===== src/rvb_pkg.sv =====
`timescale 1ns / 1ps
// Shared types and constants for the stereo feedback comb reverb.
// Used by every module of the block; depends on nothing.
package rvb_pkg;

   localparam int STORE_DEPTH = 65536;
   localparam int ADDR_W      = $clog2(STORE_DEPTH);
   localparam int SAMPLE_W    = 16;
   localparam int WET_W       = 24;
   localparam int GAIN_W      = 16;
   localparam int LEN_W       = 17;
   localparam int COUNT_W     = 24;
   localparam int POS_CMP_W   = (ADDR_W + 1 > LEN_W) ? ADDR_W + 1 : LEN_W;
   localparam int PROD_W      = WET_W + GAIN_W + 1;
   localparam int SUM_W       = PROD_W - 15 + 1;

   localparam int FIFO_DEPTH  = 4;
   localparam int FIFO_PTR_W  = $clog2(FIFO_DEPTH);
   localparam int FIFO_CNT_W  = $clog2(FIFO_DEPTH + 1);

   localparam int CSR_ADDR_W  = 4;
   localparam int CSR_DATA_W  = 32;

   localparam logic [GAIN_W-1:0]  GAIN_RESET    = GAIN_W'(16384);
   localparam logic [LEN_W-1:0]   LENGTH_RESET  = LEN_W'(44100);
   localparam logic [COUNT_W-1:0] HOLDOFF_RESET = COUNT_W'(44100);
   localparam logic [COUNT_W-1:0] COUNT_MAX     = '1;

   typedef enum logic [1:0] {
      REG_GAIN    = 2'd0,
      REG_LENGTH  = 2'd1,
      REG_HOLDOFF = 2'd2
   } reg_index_type;

   typedef struct packed {
      logic signed [SAMPLE_W-1:0] left_sample;
      logic signed [SAMPLE_W-1:0] right_sample;
   } req_type;

   typedef struct packed {
      logic signed [WET_W-1:0] left_wet;
      logic signed [WET_W-1:0] right_wet;
   } rsp_type;

   typedef struct packed {
      logic [GAIN_W-1:0]  feedback_gain;
      logic [LEN_W-1:0]   loop_length;
      logic [COUNT_W-1:0] holdoff_samples;
   } cfg_type;

   typedef struct packed {
      logic [FIFO_CNT_W-1:0] cnt;
   } fifo_stat_type;

endpackage


===== src/rvb_out_fifo.sv =====
`timescale 1ns / 1ps
// Small result queue between the loop pipeline and the rsp channel.
// Depends on rvb_pkg for rsp_type and the fill status bundle.
module rvb_out_fifo (
   input  logic                    clock,
   input  logic                    reset,
   input  logic                    push,
   input  rvb_pkg::rsp_type        push_data,
   output logic                    rsp_valid,
   input  logic                    rsp_ready,
   output rvb_pkg::rsp_type        rsp_data,
   output rvb_pkg::fifo_stat_type  stat
);

   rvb_pkg::rsp_type                slot_ff [rvb_pkg::FIFO_DEPTH];
   logic [rvb_pkg::FIFO_PTR_W-1:0]  wr_ptr_ff, wr_ptr_in;
   logic [rvb_pkg::FIFO_PTR_W-1:0]  rd_ptr_ff, rd_ptr_in;
   logic [rvb_pkg::FIFO_CNT_W-1:0]  cnt_ff, cnt_in;
   logic                            pop;

   assign rsp_valid = (cnt_ff != '0);
   assign rsp_data  = slot_ff[rd_ptr_ff];
   assign pop       = rsp_valid && rsp_ready;
   assign stat.cnt  = cnt_ff;

   always_comb begin
      wr_ptr_in = push ? wr_ptr_ff + 1'b1 : wr_ptr_ff;
      rd_ptr_in = pop ? rd_ptr_ff + 1'b1 : rd_ptr_ff;
      cnt_in    = cnt_ff;
      if (push && !pop) begin
         cnt_in = cnt_ff + 1'b1;
      end else if (pop && !push) begin
         cnt_in = cnt_ff - 1'b1;
      end
   end

   always_ff @(posedge clock) begin
      if (push) begin
         slot_ff[wr_ptr_ff] <= push_data;
      end
   end

   always_ff @(posedge clock) begin
      if (reset) begin
         wr_ptr_ff <= '0;
         rd_ptr_ff <= '0;
         cnt_ff    <= '0;
      end else begin
         wr_ptr_ff <= wr_ptr_in;
         rd_ptr_ff <= rd_ptr_in;
         cnt_ff    <= cnt_in;
      end
   end

endmodule

===== config.mk =====
export PLATFORM = sky130hd
export DESIGN_NAME = rvb_out_fifo
export DESIGN_NICKNAME = d
export VERILOG_FILES = /design/src/rvb_pkg.sv /design/src/rvb_out_fifo.sv
export SDC_FILE = /design/constraint.sdc
export NUM_CORES = 1
export LEC_CHECK = 0
export BUFFER_PORTS_ARGS = -buffer_cell sky130_fd_sc_hd__buf_2
export CAP_MARGIN = 0
export CORE_AREA = 5 5 136 171
export CTS_CLUSTER_DIAMETER = 120
export DETAILED_ROUTE_END_ITERATION = 10
export DIE_AREA = 0 0 141 176
export PLACE_DENSITY = 0.56
export SKIP_CTS_REPAIR_TIMING = 1
export SYNTH_ARGS = -nofsm -noshare
export SYNTH_HDL_FRONTEND = slang
export SYNTH_SLANG_ARGS = --single-unit

===== constraint.sdc =====
create_clock -name clock -period 4.5 [get_ports clock]
set_input_delay 0.675 -clock clock [delete_from_list [all_inputs] [get_ports clock]]
set_output_delay 0.675 -clock clock [all_outputs]
set_load 0.03 [all_outputs]

==> results_dict.tcl <==
set metrics [dict create \
    dpl.hpwl_um 8550 \
    final_core_util_pct 41.2 \
    clk_pin_slew_worst_paths_ps 60 \
    ys.flop_type "edfxtp_1" \
    clock-root-buffer "clkbuf_16" \
    end_kind "output pin" \
    clock_latency_ps 490 \
    synth_top_cells_by_area "edfxtp_1 (78%), mux4_2 (15%), dfxtp_1 (2.5%)" \
    hold_viol_final 0 \
    relSlewSlack_pct 30.8 \
    reg2reg_slack_ps 2290 \
    seqPwrFrac_pct 47.1 \
    via_per_inst 4.70 \
    rsz0062_at_grt "no" \
    cap_viol_max_count 0 \
    drtIter0Drc 167 \
    nFillCells 1918 \
    layout_commonest_cell "edfxtp_1" \
    grt_pass1_wl_um 21500 \
    rows 60 \
    skew_ps 21.9 \
    hold_end "slot_ff[3][25]" \
    grt_pass1_vias 3769 \
    clock.fmax_mhz 318 \
    yosys_warnings 0 \
    start_util_pct 34.5 \
    arrival_ps 2470 \
    critPathMaxFanout 33 \
    timing.rr.start "stat[0]" \
    ios 104 \
    power_density_nw_per_um2 568 \
    post-route-min-period_ps 3140 \
    dieWidth_um 141 \
    fp.dieH_um 176 \
    synth-seq-cells 201 \
    setup_tns_ps 0 \
    num_vias 3304 \
    synth_edf_count 192 \
    place_area_um2 8190 \
    place.gp.congestion 0.658 \
    min_from "push_data[25]" \
    final_cell_area_um2 8790 \
    tightest_slew_ps 1040 \
    total_power_mw 4.99 \
    wl_um 14000 \
    numClockSinks 201 \
    drive_gt1_share_pct 45.0 \
    fin_nets 470 \
    status "finished, final reports clean" \
    finalSetupViolCount 0 \
    worstSetupStartpointType "flip-flop" \
    cts_tree "done" \
    cts_buffers 20 \
    drc 0 \
    ir_worst_vdd_v 0.000397 \
    r2r-end "stat[2]" \
    antenna_found_initial 0 \
    ant_nets 0 \
    synth_cell_types 20 \
    avgSynthCellArea_um2 25.1 \
    detail_route.first_pass.iterations 4 \
    crit_required_ps 3830 \
    p_switching_mw 1.48 \
    layout_common_cells "edfxtp_1 (192), buf_2 (103), mux4_2 (48)" \
    die_area_um2 24800 \
    netlist_instances 293 \
    async_flop_share_pct 0 \
    clk_path_buf_depth 3 \
    finalCritPeriodShare_pct 69.9 \
    synth_top_cell_area_share_pct 78.4 \
    io_buffers 103 \
    grt_max_degree 49 \
    combPwrFrac_pct 22.6 \
    power.leakage_nw 2.95 \
    coreArea_um2 21300 \
    min_path_cells 1 \
    grt_overflow 0 \
    cts_max_level 1 \
    ys_seq_area_share_pct 80.9 \
    yosysTopAreaCell "edfxtp_1" \
    n_antenna_cell 0 \
    cell_internal_pwr_mw 3.51 \
    p_clk_share_pct 30.3 \
    crit_type "flip-flop to output pin" \
    grt_util_all_layers_pct 11.3 \
    syn-cell-area_um2 7350 \
    r2r_cells 7 \
    holdCritPathClass "input port to flip-flop" \
    drv_slew 0 \
    routedWlPerCell_um 20.0 \
    p_sw_share_pct 29.6 \
    area_growth_pct 19.6 \
    syn_nets 351 \
]
metal layers:
layer	global-route usage, %	vias to the layer above	wire, um	share of wire [%]
met5	0	-	0	0
met4	3.23	0	213	1.5
met3	2.63	15	780	5.6
met2	19.9	78	7370	53
met1	13.9	1731	5670	40
li1	-	1480	-	-
final cells by class:
class	instances	area, um^2	share of cell area, %
inverters	3	11.3	0.128
flip-flops and latches	201	5950	67.7
clock inverters	14	103	1.17
clock buffers	20	500	5.69
multi-input cells	78	1320	15.0
repair buffers	108	553	6.29
well taps	279	349	3.97
cell families (layout without fill, tap and decap cells):
group	Yosys count	in the layout	share of synthesized area, %
flops	201	201	80.9
mux	50	50	15.0
buf+inv	14	145	1.17
simple gates	13	13	0.868
fa+ha+maj	6	6	1.12
xor+xnor	5	5	0.596
compound gates	4	4	0.357
through the flow:
stage,setup slack (ps),hold WS [ps],cells
after global routing,1190,376,703
final,1360,397,703
after global placement,1800,510,669
after CTS,1240,374,703
after detailed placement,1780,509,669
after floorplan,2260,485,293
worst max path at each step:
stage / depth (start not counted) / slack, ps / to
after CTS: 3 / 1240 / rsp_data[8]
after global routing: 3 / 1190 / rsp_data[8]
after floorplan: 1 / 2260 / slot_ff[0][0]
final: 3 / 1360 / rsp_data[8]
after global placement: 3 / 1800 / rsp_data[8]
after detailed placement: 3 / 1780 / rsp_data[8]
critical path: stages (launching register included):
cell     delay [ps]
dfxtp_2         970
buf_4           420
mux4_2          380
buf_2           200
cell usage after synthesis (2+ instances only):
library cell,n
and2_1,4
ha_1,5
inv_1,3
or3_1,2
mux4_2,48
nor2_1,7
buf_2,3
buf_6,3
buf_4,2
mux2i_1,2
dfxtp_1,9
edfxtp_1,192
xor2_1,4
clkbuf_1,3
power groups by stage:
stage | sequential (mW) | combinational [mW] | clock (mW)
floorplan | 2.25 | 0.974 | 0
global placement | 2.40 | 1.14 | 0
detailed placement | 2.41 | 1.15 | 0
CTS | 2.37 | 1.15 | 1.57
global route | 2.39 | 1.20 | 1.66
finish | 2.35 | 1.13 | 1.51
state kept, by name (all words and copies together), names as in the netlist, named ones only:
signal	cells
stat	3
slot_ff	192
wr_ptr_ff	2
rd_ptr_ff	2
Power figures use the tool's default switching activity.
