## src/rvb_pkg.sv

```systemverilog
`timescale 1ns / 1ps
// Shared types and constants for the stereo feedback comb reverb.
// Used by every module of the block; depends on nothing.
package rvb_pkg;

   localparam int STORE_DEPTH = 65536;
   localparam int ADDR_W      = $clog2(STORE_DEPTH);
   localparam int SAMPLE_W    = 16;
   localparam int WET_W       = 24;
   localparam int GAIN_W      = 16;
   localparam int LEN_W       = 17;
   localparam int COUNT_W     = 24;
   localparam int POS_CMP_W   = (ADDR_W + 1 > LEN_W) ? ADDR_W + 1 : LEN_W;
   localparam int PROD_W      = WET_W + GAIN_W + 1;
   localparam int SUM_W       = PROD_W - 15 + 1;

   localparam int FIFO_DEPTH  = 4;
   localparam int FIFO_PTR_W  = $clog2(FIFO_DEPTH);
   localparam int FIFO_CNT_W  = $clog2(FIFO_DEPTH + 1);

   localparam int CSR_ADDR_W  = 4;
   localparam int CSR_DATA_W  = 32;

   localparam logic [GAIN_W-1:0]  GAIN_RESET    = GAIN_W'(16384);
   localparam logic [LEN_W-1:0]   LENGTH_RESET  = LEN_W'(44100);
   localparam logic [COUNT_W-1:0] HOLDOFF_RESET = COUNT_W'(44100);
   localparam logic [COUNT_W-1:0] COUNT_MAX     = '1;

   typedef enum logic [1:0] {
      REG_GAIN    = 2'd0,
      REG_LENGTH  = 2'd1,
      REG_HOLDOFF = 2'd2
   } reg_index_type;

   typedef struct packed {
      logic signed [SAMPLE_W-1:0] left_sample;
      logic signed [SAMPLE_W-1:0] right_sample;
   } req_type;

   typedef struct packed {
      logic signed [WET_W-1:0] left_wet;
      logic signed [WET_W-1:0] right_wet;
   } rsp_type;

   typedef struct packed {
      logic [GAIN_W-1:0]  feedback_gain;
      logic [LEN_W-1:0]   loop_length;
      logic [COUNT_W-1:0] holdoff_samples;
   } cfg_type;

   typedef struct packed {
      logic [FIFO_CNT_W-1:0] cnt;
   } fifo_stat_type;

endpackage

```

## src/rvb_csr.sv

```systemverilog
`timescale 1ns / 1ps
// Configuration registers behind an APB-style port.
// Depends on rvb_pkg for the register map and the cfg_type bundle.
module rvb_csr (
   input  logic                           clock,
   input  logic                           reset,
   input  logic                           psel,
   input  logic                           penable,
   input  logic                           pwrite,
   input  logic [rvb_pkg::CSR_ADDR_W-1:0] paddr,
   input  logic [rvb_pkg::CSR_DATA_W-1:0] pwdata,
   output logic [rvb_pkg::CSR_DATA_W-1:0] prdata,
   output logic                           pready,
   output rvb_pkg::cfg_type               cfg
);

   rvb_pkg::cfg_type      cfg_ff, cfg_in;
   rvb_pkg::reg_index_type reg_sel;
   logic                  wr_en;

   assign reg_sel = rvb_pkg::reg_index_type'(paddr[3:2]);
   assign wr_en   = psel && penable && pwrite;
   assign pready  = 1'b1;
   assign cfg     = cfg_ff;

   always_comb begin
      cfg_in = cfg_ff;
      if (wr_en) begin
         unique case (reg_sel)
            rvb_pkg::REG_GAIN:    cfg_in.feedback_gain   = pwdata[rvb_pkg::GAIN_W-1:0];
            rvb_pkg::REG_LENGTH:  cfg_in.loop_length     = pwdata[rvb_pkg::LEN_W-1:0];
            rvb_pkg::REG_HOLDOFF: cfg_in.holdoff_samples = pwdata[rvb_pkg::COUNT_W-1:0];
            default:              cfg_in = cfg_ff;
         endcase
      end
   end

   always_comb begin
      unique case (reg_sel)
         rvb_pkg::REG_GAIN:    prdata = rvb_pkg::CSR_DATA_W'(cfg_ff.feedback_gain);
         rvb_pkg::REG_LENGTH:  prdata = rvb_pkg::CSR_DATA_W'(cfg_ff.loop_length);
         rvb_pkg::REG_HOLDOFF: prdata = rvb_pkg::CSR_DATA_W'(cfg_ff.holdoff_samples);
         default:              prdata = '0;
      endcase
   end

   always_ff @(posedge clock) begin
      if (reset) begin
         cfg_ff.feedback_gain   <= rvb_pkg::GAIN_RESET;
         cfg_ff.loop_length     <= rvb_pkg::LENGTH_RESET;
         cfg_ff.holdoff_samples <= rvb_pkg::HOLDOFF_RESET;
      end else begin
         cfg_ff <= cfg_in;
      end
   end

endmodule

```

## config.mk

```make
export PLATFORM = sky130hd
export DESIGN_NAME = rvb_csr
export DESIGN_NICKNAME = d
export VERILOG_FILES = /design/src/rvb_pkg.sv /design/src/rvb_csr.sv
export SDC_FILE = /design/constraint.sdc
export NUM_CORES = 1
export LEC_CHECK = 0
export BUFFER_PORTS_ARGS = -buffer_cell sky130_fd_sc_hd__buf_4
export CORE_ASPECT_RATIO = 0.6
export CORE_MARGIN = 2
export CORE_UTILIZATION = 50
export DETAILED_ROUTE_END_ITERATION = 12
export PLACE_DENSITY = 0.91
export SLEW_MARGIN = 20
export SYNTH_ARGS = -nofsm -noshare
export SYNTH_HDL_FRONTEND = slang
export SYNTH_SLANG_ARGS = --single-unit
```

## constraint.sdc

```tcl
create_clock -name clock -period 2.4 [get_ports clock]
set_input_delay 0.12 -clock clock [delete_from_list [all_inputs] [get_ports clock]]
set_output_delay 0.12 -clock clock [all_outputs]
set_load 0.01 [all_outputs]
```

==> impl_metrics.yaml <==
run_status:
  status: "finished, final reports clean"
cts:
  cts_made_buffers: 9
  post-cts-setup-buffers: 0
  clock_sinks: 57
  cts_hold_buf: 0
  cts_max_level: 3
  clockBufferDepth: 2
  cts_tree: "built"
  clock_latency_ps: 330
  clkTransAtPathRegs_ps: 70
  cts.repair.resized: 0
  root_buffer: "clkbuf_8"
worst_setup_path:
  cp_data_required_time_ps: 2280
  crit_type: "input pin to primary output"
  worstPathArrival_ps: 1500
  endpoint_kind: "primary output"
  worstPathMaxFanout: 22
  cp-start-kind: "input pin"
global_routing:
  grt_pass1_wl_mm: 11.7
  grt_max_degree: 89
  grtUsageTotal_pct: 23.8
  grt_pass1_vias: 2409
  antenna_found_initial: 0
  overflow: 0
yosys:
  synth_cell_types: 20
  ys_ff_latch: 57
  synth_cells: 299
  synth_warnings: 0
  ys_top_cells_by_area: "dfxtp_1, mux2i_1, nand2b_1"
  syn_area_per_cell_sq_um: 9.48
  netlist_area_sq_um: 2830
  synth_top_cell_by_area: "dfxtp_1"
  ys_seq_area_share_pct: 40.3
  synth_top_area_share_pct: 40.3
timing:
  setup_viol: 0
  finalHoldViolCount: 0
  timing.final.max_slew_violations: 0
  max_freq_mhz: 617
  skew_ps: 0
  rsz0062_at_grt: "no"
  post-route-period-util_pct: 67.5
  fin_crit_ps: 1620
  tightest_slew_ps: 643
  setup_slack_ps: 779
  slew_headroom_pct: 57.2
  setup_tns_ps: 0
power_and_ir_drop:
  powerDensity_nw_per_um2: 589
  power_leakage_nw: 1.84
  peakVddDrop_v: 0.000428
place:
  dpl.hpwl_mm: 5.10
  place.gp.congestion: 0.717
  io_buffer_count: 111
  dp.cells: 462
  dp_worst_setup_slack_ps: 775
finish:
  diodes: 0
  drive_gt1_share_pct: 33.5
  largest_register_ffs: 57
  final_util_pct: 70.6
  final_cells: 478
  syn2layout_area_growth_pct: 37.5
  nNetsFinal: 445
hold_path:
  min_path_type: "input pin to register"
floorplanning:
  die_h_microns: 62.3
  ios: 131
  start_util_pct: 51.4
  die_area_sq_um: 6310
  die_w_microns: 101
  std_cell_rows: 21
  core_area_sq_um: 5520
routing:
  drt-wirelength-per-cell_microns: 15.1
  ant_nets: 0
  wl_met2_mm: 3.49
  wl_met3_microns: 381
  dr.first_iter.drc_count: 44
  wl_mm: 7.21
  viasPerCell: 5.03
  drc: 0
  routed.top_layer: "met4"
  via_count: 2403
  firstDrtPassIters: 4
  wl_met1_mm: 3.23
run:
  maxCapViolations: 0
[layer usage]
metal | up-vias | global-route usage, %
met5 | - | 0
met1 | 1140 | 29.5
li1 | 1181 | -
met3 | 11 | 7.55
met2 | 71 | 39.5
met4 | 0 | 7.26
[path summary, 6_finish.rpt]
check / slack (ps) / cells after the start / startpoint / to
max: 780 / 6 / paddr[2] / prdata[7]
min: 50 / 3 / pwdata[17] / cfg[17]
max reg2reg: 1700 / 2 / cfg[13] / cfg[13]
min reg2reg: 490 / 2 / cfg[51] / cfg[51]
[kinds of logic (layout without fill, tap and decap cells)]
kind of cell           count (synthesis)  after routing  share of synthesized area, %
AO/OA/AOI/OAI                         17             17                          3.13
buffers and inverters                 30            133                          6.14
flip-flops                            57             57                          40.3
multiplexers                          73             73                          25.8
other                                  2              9                         0.265
AND/OR/NAND/NOR                      120            120                          24.4
[power by group]
group | switching, mW | leakage (nW) | internal [mW]
sequential | 0.0104 | 0.461 | 0.958
clock | 0.384 | 0.120 | 0.716
combinational | 0.113 | 1.26 | 0.113
[area by class of cell]
cell class	instances	area [sq um]
Clock inverter	5	103
Tap cell	69	86.3
Fill cell	453	1620
Clock buffer	11	141
Sequential cell	57	1140
Multi-Input combinational cell	219	1550
Timing Repair Buffer	117	878
[per-stage QoR]
step,power (mW),hold slack (ps),area [sq um]
2_1_floorplan,1.12,275,2860
3_3_place_gp,1.21,389,3650
3_5_place_dp,1.22,403,3650
4_1_cts,2.32,39.4,3900
5_1_grt,2.37,58.3,3900
6_report,2.29,52.0,3900
[cells in the mapped netlist]
| library cell | n |
|---|---|
| o21ai_0 | 16 |
| nor3b_2 | 1 |
| nor2b_1 | 2 |
| nand3_1 | 1 |
| nand2b_1 | 68 |
| nand2_1 | 16 |
| buf_2 | 4 |
| nand4_4 | 1 |
| buf_4 | 15 |
| clkbuf_1 | 11 |
| nor2_1 | 20 |
| and2_1 | 7 |
| nor3_2 | 1 |
| or3_1 | 1 |
| nand4_2 | 1 |
| dfxtp_1 | 57 |
| a22o_1 | 1 |
| mux2i_1 | 73 |
| nor3b_1 | 1 |
| conb_1 | 2 |
[worst max-delay path: stages]
cell and delay, ps:
buf_4 240, nor2b_2 490, buf_4 290, nand2_1 60, o21ai_0 110, buf_4 170
[cells in the final DEF, fill, tap and decap left out, drive strengths merged, types with 2 or more instances in the layout]
| master | count |
|---|---|
| buf | 117 |
| mux2i | 73 |
| nand2b | 68 |
| dfxtp | 57 |
| nor2 | 20 |
| nand2 | 16 |
| o21ai | 16 |
| clkbuf | 11 |
| conb | 9 |
| and2 | 7 |
| bufinv | 3 |
| nor2b | 2 |
| nor3b | 2 |
| nand4 | 2 |
(Power assumes the default switching activity.)
