## src/rvb_pkg.sv

```systemverilog
`timescale 1ns / 1ps
// Shared types and constants for the stereo feedback comb reverb.
// Used by every module of the block; depends on nothing.
package rvb_pkg;

   localparam int STORE_DEPTH = 65536;
   localparam int ADDR_W      = $clog2(STORE_DEPTH);
   localparam int SAMPLE_W    = 16;
   localparam int WET_W       = 24;
   localparam int GAIN_W      = 16;
   localparam int LEN_W       = 17;
   localparam int COUNT_W     = 24;
   localparam int POS_CMP_W   = (ADDR_W + 1 > LEN_W) ? ADDR_W + 1 : LEN_W;
   localparam int PROD_W      = WET_W + GAIN_W + 1;
   localparam int SUM_W       = PROD_W - 15 + 1;

   localparam int FIFO_DEPTH  = 4;
   localparam int FIFO_PTR_W  = $clog2(FIFO_DEPTH);
   localparam int FIFO_CNT_W  = $clog2(FIFO_DEPTH + 1);

   localparam int CSR_ADDR_W  = 4;
   localparam int CSR_DATA_W  = 32;

   localparam logic [GAIN_W-1:0]  GAIN_RESET    = GAIN_W'(16384);
   localparam logic [LEN_W-1:0]   LENGTH_RESET  = LEN_W'(44100);
   localparam logic [COUNT_W-1:0] HOLDOFF_RESET = COUNT_W'(44100);
   localparam logic [COUNT_W-1:0] COUNT_MAX     = '1;

   typedef enum logic [1:0] {
      REG_GAIN    = 2'd0,
      REG_LENGTH  = 2'd1,
      REG_HOLDOFF = 2'd2
   } reg_index_type;

   typedef struct packed {
      logic signed [SAMPLE_W-1:0] left_sample;
      logic signed [SAMPLE_W-1:0] right_sample;
   } req_type;

   typedef struct packed {
      logic signed [WET_W-1:0] left_wet;
      logic signed [WET_W-1:0] right_wet;
   } rsp_type;

   typedef struct packed {
      logic [GAIN_W-1:0]  feedback_gain;
      logic [LEN_W-1:0]   loop_length;
      logic [COUNT_W-1:0] holdoff_samples;
   } cfg_type;

   typedef struct packed {
      logic [FIFO_CNT_W-1:0] cnt;
   } fifo_stat_type;

endpackage

```

## src/rvb_comb_lane.sv

```systemverilog
`timescale 1ns / 1ps
// One channel of the comb update: registered Q1.15 product, then add and saturate.
// Depends on rvb_pkg for widths.
module rvb_comb_lane (
   input  logic                                clock,
   input  logic signed [rvb_pkg::WET_W-1:0]    entry,
   input  logic        [rvb_pkg::GAIN_W-1:0]   gain,
   input  logic signed [rvb_pkg::SAMPLE_W-1:0] sample,
   input  logic                                held,
   output logic signed [rvb_pkg::WET_W-1:0]    wr_value
);

   logic signed [rvb_pkg::PROD_W-1:0]   prod_ff, prod_in;
   logic signed [rvb_pkg::SAMPLE_W-1:0] sample_ff;
   logic                                held_ff;
   logic signed [rvb_pkg::SUM_W-1:0]    scaled;
   logic signed [rvb_pkg::SUM_W-1:0]    sum;
   logic                                ovf;

   assign prod_in = entry * $signed({1'b0, gain});

   always_ff @(posedge clock) begin
      prod_ff   <= prod_in;
      sample_ff <= sample;
      held_ff   <= held;
   end

   // floor shift by 15
   assign scaled = $signed({prod_ff[rvb_pkg::PROD_W-1], prod_ff[rvb_pkg::PROD_W-1:15]});
   assign sum    = scaled + rvb_pkg::SUM_W'(sample_ff);
   assign ovf    = (sum[rvb_pkg::SUM_W-1:rvb_pkg::WET_W-1] != '0) &&
                   (sum[rvb_pkg::SUM_W-1:rvb_pkg::WET_W-1] != '1);

   always_comb begin
      if (held_ff) begin
         wr_value = '0;
      end else if (ovf) begin
         wr_value = sum[rvb_pkg::SUM_W-1] ? {1'b1, {(rvb_pkg::WET_W-1){1'b0}}}
                                          : {1'b0, {(rvb_pkg::WET_W-1){1'b1}}};
      end else begin
         wr_value = sum[rvb_pkg::WET_W-1:0];
      end
   end

endmodule

```

## config.mk

```make
export PLATFORM = sky130hd
export DESIGN_NAME = rvb_comb_lane
export DESIGN_NICKNAME = d
export VERILOG_FILES = /design/src/rvb_pkg.sv /design/src/rvb_comb_lane.sv
export SDC_FILE = /design/constraint.sdc
export NUM_CORES = 1
export LEC_CHECK = 0
export ABC_AREA = 1
export BUFFER_PORTS_ARGS = -buffer_cell sky130_fd_sc_hd__buf_4
export CELL_PAD_IN_SITES_DETAIL_PLACEMENT = 1
export CELL_PAD_IN_SITES_GLOBAL_PLACEMENT = 1
export CORE_MARGIN = 8
export CORE_UTILIZATION = 49
export CTS_CLUSTER_SIZE = 16
export DETAILED_ROUTE_END_ITERATION = 10
export GPL_TIMING_DRIVEN = 0
export HOLD_SLACK_MARGIN = 0.12
export PLACE_DENSITY = 0.84
export RECOVER_POWER = 50
export REMOVE_ABC_BUFFERS = 1
export SLEW_MARGIN = 30
export SYNTH_ARGS = -nofsm -noshare
export SYNTH_HDL_FRONTEND = slang
export SYNTH_SLANG_ARGS = --single-unit
```

## constraint.sdc

```tcl
create_clock -name clock -period 8.7 [get_ports clock]
set_input_delay 1.305 -clock clock [delete_from_list [all_inputs] [get_ports clock]]
set_output_delay 1.305 -clock clock [all_outputs]
set_load 0.1 [all_outputs]
```

==> summary.md, run 1 <==
| Metric | Value |
|---|---|
| RSZ-0062 raised after global routing | `no` |
| Number of warnings issued by yosys | `0` |
| Global routing usage on met3 | `0.0173` |
| Final-report max-slew violation count | `0` |
| Max Cap Viol | `0` |
| Pin count of the biggest net entering global routing | `25` |
| Fin crit share | `0.833` |
| Critical path fanouts, max | `24` |
| Share of the yosys chip area belonging to registers | `0.0495` |
| Post-Synth Simple-Gate Area | `0.179` |
| Dpl cell area | `18200 um2` |
| Antenna cell count | `0` |
| Sort of element at the end of the critical path | `register` |
| Critical path startpoint category | `input port` |
| Synth Instances | `2339` |
| Global route total overflow | `0` |
| Setup TNS Final | `0 ns` |
| Number of routed nets with antenna violations | `0` |
| Synthesized area | `17400 um2` |
| Fraction of post-synthesis cell area in the top cell type by area | `0.433` |
| Data arrival time of the critical path | `7.47 ns` |
| Tightest Hold Check Type | `input port to register` |
| Worst-path cell chain | `buf_4 -> nand2_1 -> fa_1 -> inv_1 -> fa_1 -> inv_1 -> fa_1 -> inv_1 -> fa_1 -> fa_1 -> inv_1 -> fa_1 -> inv_1 -> ha_1 -> nand2_1 -> nor2_1 -> inv_1 -> nor4_1 -> nand3_1 -> nand3_1 -> xor2_1` |
| Run status | `complete, no violations` |
| Number of rows in the core area | `69` |
| Number of flops mapped to enable cells by yosys | `0` |
| Core Box Area | `35200 um2` |
| Worst hold slack across all endpoints | `roughly 1.1 ns` |
| Fraction of layout instances using a drive strength above 1 | `0.0397` |
| Die W | `~200 um` |
| Vias | `roughly 14000` |
| Worst Max-Slew Pin Slew | `1.37 ns` |
| Weighted congestion at the end of routability-driven global placement | `0.913` |
| CTS Buffer Depth | `2` |
| Cell at the root of the clock tree | `sky130_fd_sc_hd__clkbuf_16` |
| Synthesized-area fraction occupied by ao, oa, aoi and oai cells | `0.0437` |
| Routed wire length | `49400 um` |
| Postcts setup bufs | `0` |
| Die area | `41800 um2` |
| Global-route total usage across every layer | `0.248` |
| CP peak stage delay | `approximately 0.86 ns` |
| Final core occ | `0.521` |
| Clock-pin transition on the worst setup and hold timing paths | `0.07 ns` |
| Residual DRC count | `0` |
| Number of global-route vias before repair | `~17000` |
| TritonCTS clock tree | `yes` |
| Number of buffers inserted during clock tree synthesis | `5` |
| Final setup violation count | `0` |
| Clock sink count | `43` |
| Critical-path cell with the highest stage delay | `sky130_fd_sc_hd__fa_1` |
| WS Path Type | `input port to register` |
| Top FF cell, synth | `sky130_fd_sc_hd__dfxtp_1` |
| Slew margin rel. | `0.0852` |
| Async S/R FF share, synth | `0` |
| Cts hold-fix bufs | `0` |
| Multiplexer share of the synthesized area | `0` |
| Number of H-tree branching levels | `2` |
| Worst endpoint required time | `8.92 ns` |
| Min Tclk post-route | `7.25 ns` |
| Ports placed on the boundary | `slightly above 80` |
| Area overhead of the layout relative to synthesis | `5.55%` |
| Most used routing layer | `met2` |
| Hold Violations, Final | `0` |
| Number of buffer cells added on primary ports | `81` |
| Synth unique cells | `35` |
| Number of instances resized during post-cts repair | `0` |
| Xor and xnor fraction of the mapped netlist area | `0.0262` |
| Average via count per standard cell | `5.10` |
| Dominant cells by area after synthesis | `sky130_fd_sc_hd__fa_1 43%, sky130_fd_sc_hd__inv_1 16%, sky130_fd_sc_hd__nand2_1 14%` |
| Initial antenna violation count | `0` |
| First-iteration detailed-routing DRC count | `about 530` |
| Initial core utilization | `0.493` |
| Total number of nets in the final design | `2902` |
| Routed length per instance | `around 18 um` |
| HPWL Detailed | `43200 um` |
| Met2 capacity usage during global routing | `0.473` |
| Wire length of the first global-routing pass | `83600 um` |
| Number of search-and-repair iterations in the first detailed-routing pass | `5` |
| Fin area | `18300 um2` |
| Max Fclk | `138 MHz` |
| Main combinational cell family by area after synthesis | `adder cells` |
| Adder-Cell Fraction of Synth Area | `0.523` |
| Library cell occupying the most area in the post-synthesis netlist | `sky130_fd_sc_hd__fa_1` |
| Global routing met1 resource utilization | `0.295` |
| DIE HEIGHT | `204 um` |
| Synth Area per Inst | `7.43 um2` |
| Register bit count reported by yosys | `43` |
[registers in the layout, summed over array words and instances (netlist names)]
name	cells
held_ff	1
sample_ff	16
prod_ff	26
[per-layer routing]
| layer | wire [um] | part of all wire |
|---|---|---|
| met5 | 0 | 0 |
| met4 | 1170 | 0.024 |
| met3 | 1290 | 0.026 |
| met2 | 26400 | 0.53 |
| met1 | 20500 | 0.42 |
[worst max-delay path: cells and delay by family]
| family | cells | cell delay, ns |
|---|---|---|
| fa+ha+maj | 7 | 3.82 |
| simple gates | 6 | 1.34 |
| buf+inv | 7 | 0.83 |
| xor+xnor | 1 | 0.16 |
[cells by family (layout without fill, tap and decap cells)]
kind of cell | Yosys count | in the layout
AND/OR/NAND/NOR | 787 | 787
adder cells (fa/ha/maj) | 501 | 501
XOR/XNOR | 52 | 52
flip-flops | 43 | 43
AO/OA/AOI/OAI | 138 | 138
buffers and inverters | 818 | 823
[cells in the mapped netlist (all sizes together) (6+ instances only)]
| cell | number |
|---|---|
| a21oi | 72 |
| a31oi | 12 |
| clkbuf | 80 |
| dfxtp | 43 |
| fa | 376 |
| ha | 125 |
| inv | 733 |
| nand2 | 644 |
| nand3 | 43 |
| nand4 | 6 |
| nor2 | 81 |
| nor3 | 8 |
| o21ai | 36 |
| o21bai | 6 |
| xnor2 | 22 |
| xor2 | 30 |
[stage by stage]
stage                     std cells  setup slack [ns]
after floorplan                2255              2.58
after global routing           2805              1.22
after global placement         2797              1.50
after CTS                      2805              1.50
after detailed placement       2797              1.22
final                          2805              1.45
[area by class of cell]
type,count,area [um2]
clock inverters,2,60.1
multi-input cells,1478,13400
well taps,461,577
inverters,734,2760
flip-flops and latches,43,861
clock buffers,6,129
fillers,4548,16900
repair buffers,81,552
[cells in the final DEF, fill, tap and decap left out, types with 2 or more instances in the layout]
cell type                   synthesis  layout
sky130_fd_sc_hd__a21o_1             4       4
sky130_fd_sc_hd__nor2_2             5       5
sky130_fd_sc_hd__o21ai_0           36      36
sky130_fd_sc_hd__bufinv_16          0       2
sky130_fd_sc_hd__xnor2_1           22      22
sky130_fd_sc_hd__ha_1             125     125
sky130_fd_sc_hd__o21a_1             2       2
sky130_fd_sc_hd__nand2_2            6       6
sky130_fd_sc_hd__nand4_1            6       6
sky130_fd_sc_hd__clkbuf_16          0       5
sky130_fd_sc_hd__buf_4              0      49
sky130_fd_sc_hd__nand2_1          637     637
sky130_fd_sc_hd__xor2_1            30      30
sky130_fd_sc_hd__a31o_2             2       2
sky130_fd_sc_hd__fa_1             376     376
sky130_fd_sc_hd__a21oi_1           71      71
sky130_fd_sc_hd__nor2_1            75      76
sky130_fd_sc_hd__inv_1            733     733
sky130_fd_sc_hd__nand3b_1           2       2
sky130_fd_sc_hd__nor3_1             8       8
sky130_fd_sc_hd__a31oi_1           12      12
sky130_fd_sc_hd__clkbuf_1          80      16
sky130_fd_sc_hd__clkbuf_4           0      17
sky130_fd_sc_hd__o21bai_1           6       6
sky130_fd_sc_hd__nand3_2            5       5
sky130_fd_sc_hd__nand3_1           38      38
sky130_fd_sc_hd__dfxtp_1           43      43
[final timing paths]
check | slack [ns] | start | to | cells past startpoint
hold / removal | 1.13 | held | held_ff$_DFF_P_ | 1
setup / recovery | 1.45 | gain[2] | prod_ff[37]$_DFF_P_ | 21
Power of run 1 is not shown: default switching activity piles up to over one toggle a cycle in this logic, so the estimate is an artifact.
==> run 2: changes to the inputs <==
- CORE_UTILIZATION: 49 -> 44
- PLACE_DENSITY: 0.84 -> 0.79
- clock period: 8.7 -> 5.9 ns (I/O delays scaled with it)
==> run 2 against run 1 <==
Via count shrank 1.0%. Core utilization shrank 3.2 points. Die area grew 10%. Design area grew 4.9%. Final cell count grew 2.7%. Hold slack lost 0.42 ns. Flip-flop and latch count is the same. Routed wire length grew 1.4%. Global-route usage shrank 2.8 points. Non-clock buffer count grew 11. Clock-buffer cell count shrank 1. Critical endpoint unchanged. Setup slack lost 1.3 ns.
==> summary.md, run 2 (synthesis gave the netlist of run 1 again) <==
| Metric | Value |
|---|---|
| Global route total overflow | `0` |
| Final setup violation count | `0` |
| Most frequent cells in the layout | `729 x sky130_fd_sc_hd__inv_1, 627 x sky130_fd_sc_hd__nand2_1, 366 x sky130_fd_sc_hd__fa_1` |
| CTS Buffer Depth | `2` |
| Number of flip-flops under the largest register name | `26` |
| Die W | `215 um` |
| Clock-pin transition on the worst setup and hold timing paths | `~0.07 ns` |
| Area overhead of the layout relative to synthesis | `10.7%` |
| Number of search-and-repair iterations in the first detailed-routing pass | `4` |
| Fraction of layout instances using a drive strength above 1 | `0.0904` |
| Most frequent standard cell in the layout excluding fill and tap cells | `sky130_fd_sc_hd__inv_1` |
| Wire length of the first global-routing pass | `83800 um` |
| Core Box Area | `between 30000 and 40000 um2` |
| Number of fillers in the final layout | `4908` |
| Hold Violations, Final | `0` |
| Number of rows in the core area | `73` |
| Max Fclk | `174 MHz` |
| Number of buffers inserted during clock tree synthesis | `5` |
| Max Cap Viol | `0` |
| Clock sink count | `43` |
| Average via count per standard cell | `4.91` |
| Fin crit share | `0.973` |
| Global-route total usage across every layer | `0.220` |
| Critical path fanouts, max | `16` |
| Die area | `approximately 46000 um2` |
| Antenna cell count | `0` |
| Run status | `complete, no violations` |
| Total number of nets in the final design | `a little under 3000` |
| Number of H-tree branching levels | `2` |
| Top Registers | `prod_ff: 26 flops, sample_ff: 16 flops, held_ff: 1 flops` |
| Total area of sequential cells | `roughly 860 um2` |
| Cell at the root of the clock tree | `sky130_fd_sc_hd__clkbuf_16` |
| Critical path startpoint category | `input port` |
| Data arrival time of the critical path | `approximately 5.9 ns` |
| Cts hold-fix bufs | `0` |
| Ports placed on the boundary | `82` |
| Fin area | `19200 um2` |
| Number of global-route vias before repair | `16875` |
| Number of buffer cells added on primary ports | `81` |
| Slew margin rel. | `0.0841` |
| Sort of element at the end of the critical path | `register` |
| DIE HEIGHT | `215 um` |
| Initial antenna violation count | `0` |
| Tightest Hold Check Type | `input port to register` |
| TritonCTS clock tree | `yes` |
| Multi-input gate area in the final layout | `around 14000 um2` |
| Worst endpoint required time | `roughly 6.1 ns` |
| WS Path Type | `input port to register` |
| Routed wire length | `50100 um` |
| Final-report max-slew violation count | `0` |
| Routed length per instance | `17.4 um` |
| Number of routed nets with antenna violations | `0` |
| Top reg by flops | `prod_ff` |
| Initial core utilization | `0.442` |
| Residual DRC count | `0` |
| Pin count of the biggest net entering global routing | `25` |
| Weighted congestion at the end of routability-driven global placement | `0.906` |
| Vias | `14151` |
| Min Tclk post-route | `around 5.7 ns` |
| Worst Max-Slew Pin Slew | `1.37 ns` |
| First-iteration detailed-routing DRC count | `505` |
| HPWL Detailed | `between 40000 and 50000 um` |
| Dpl cell area | `between 15000 and 20000 um2` |
run 2: area by class of cell:
cell class,instances,area share
tap,525,0.0341
inverter,734,0.143
timing repair buffer,92,0.0458
multi-input combinational,1478,0.725
sequential,43,0.0447
clock inverter,3,0.00104
clock buffer,5,0.00650
run 2: per-layer routing:
metal / global-route usage / up-vias / share of wire
met5: 0 / - / 0
met4: 0.0441 / 0 / 0.015
met3: 0.0157 / 66 / 0.026
met2: 0.415 / 248 / 0.53
met1: 0.272 / 7239 / 0.42
li1: - / 6598 / -
run 2: worst max-delay path, cell delays in order:
cell                      delay (ns)
sky130_fd_sc_hd__buf_6          0.15
sky130_fd_sc_hd__nand2_1        0.08
sky130_fd_sc_hd__inv_1          0.06
sky130_fd_sc_hd__fa_1           0.52
sky130_fd_sc_hd__inv_1          0.05
sky130_fd_sc_hd__fa_1           0.46
sky130_fd_sc_hd__fa_1           0.52
sky130_fd_sc_hd__inv_1          0.06
sky130_fd_sc_hd__fa_1           0.52
sky130_fd_sc_hd__fa_1           0.52
sky130_fd_sc_hd__inv_1          0.05
sky130_fd_sc_hd__fa_1           0.40
sky130_fd_sc_hd__inv_1          0.09
sky130_fd_sc_hd__ha_2           0.33
sky130_fd_sc_hd__a21oi_1        0.19
sky130_fd_sc_hd__inv_1          0.12
sky130_fd_sc_hd__a31oi_1        0.23
sky130_fd_sc_hd__o21ai_1        0.13
sky130_fd_sc_hd__a31oi_2        0.24
sky130_fd_sc_hd__nand3_2        0.14
sky130_fd_sc_hd__xor2_1         0.16
run 2: final timing paths:
check	from	end	slack [ns]	depth (start not counted)
hold / removal	held	held_ff$_DFF_P_	0.71	1
setup / recovery	entry[18]	prod_ff[37]$_DFF_P_	0.16	21
run 2: per-stage QoR:
stage               utilization  setup WS, ns  instances  hold slack (ns)  setup TNS [ns]
floorplan                     -         0.196       2255            0.913               0
global placement          0.465        -0.860       2861            0.989           -9.96
detailed placement        0.465         -1.02       2861            0.991          -12.36
CTS                       0.475       -0.0415       2872            0.682         -0.0415
global route              0.489       -0.0509       2880            0.704          -0.147
finish                    0.489         0.160       2880            0.710               0
run 2: timing repair:
item                                    in CTS  in global routing
endpoints found under the setup margin      20                 23
setup buffers                                3                  8
gates resized for setup                     71                112
pin swaps                                    5                 28
hold endpoints to repair                     0                  0
Power of run 2 is left out for the same reason.
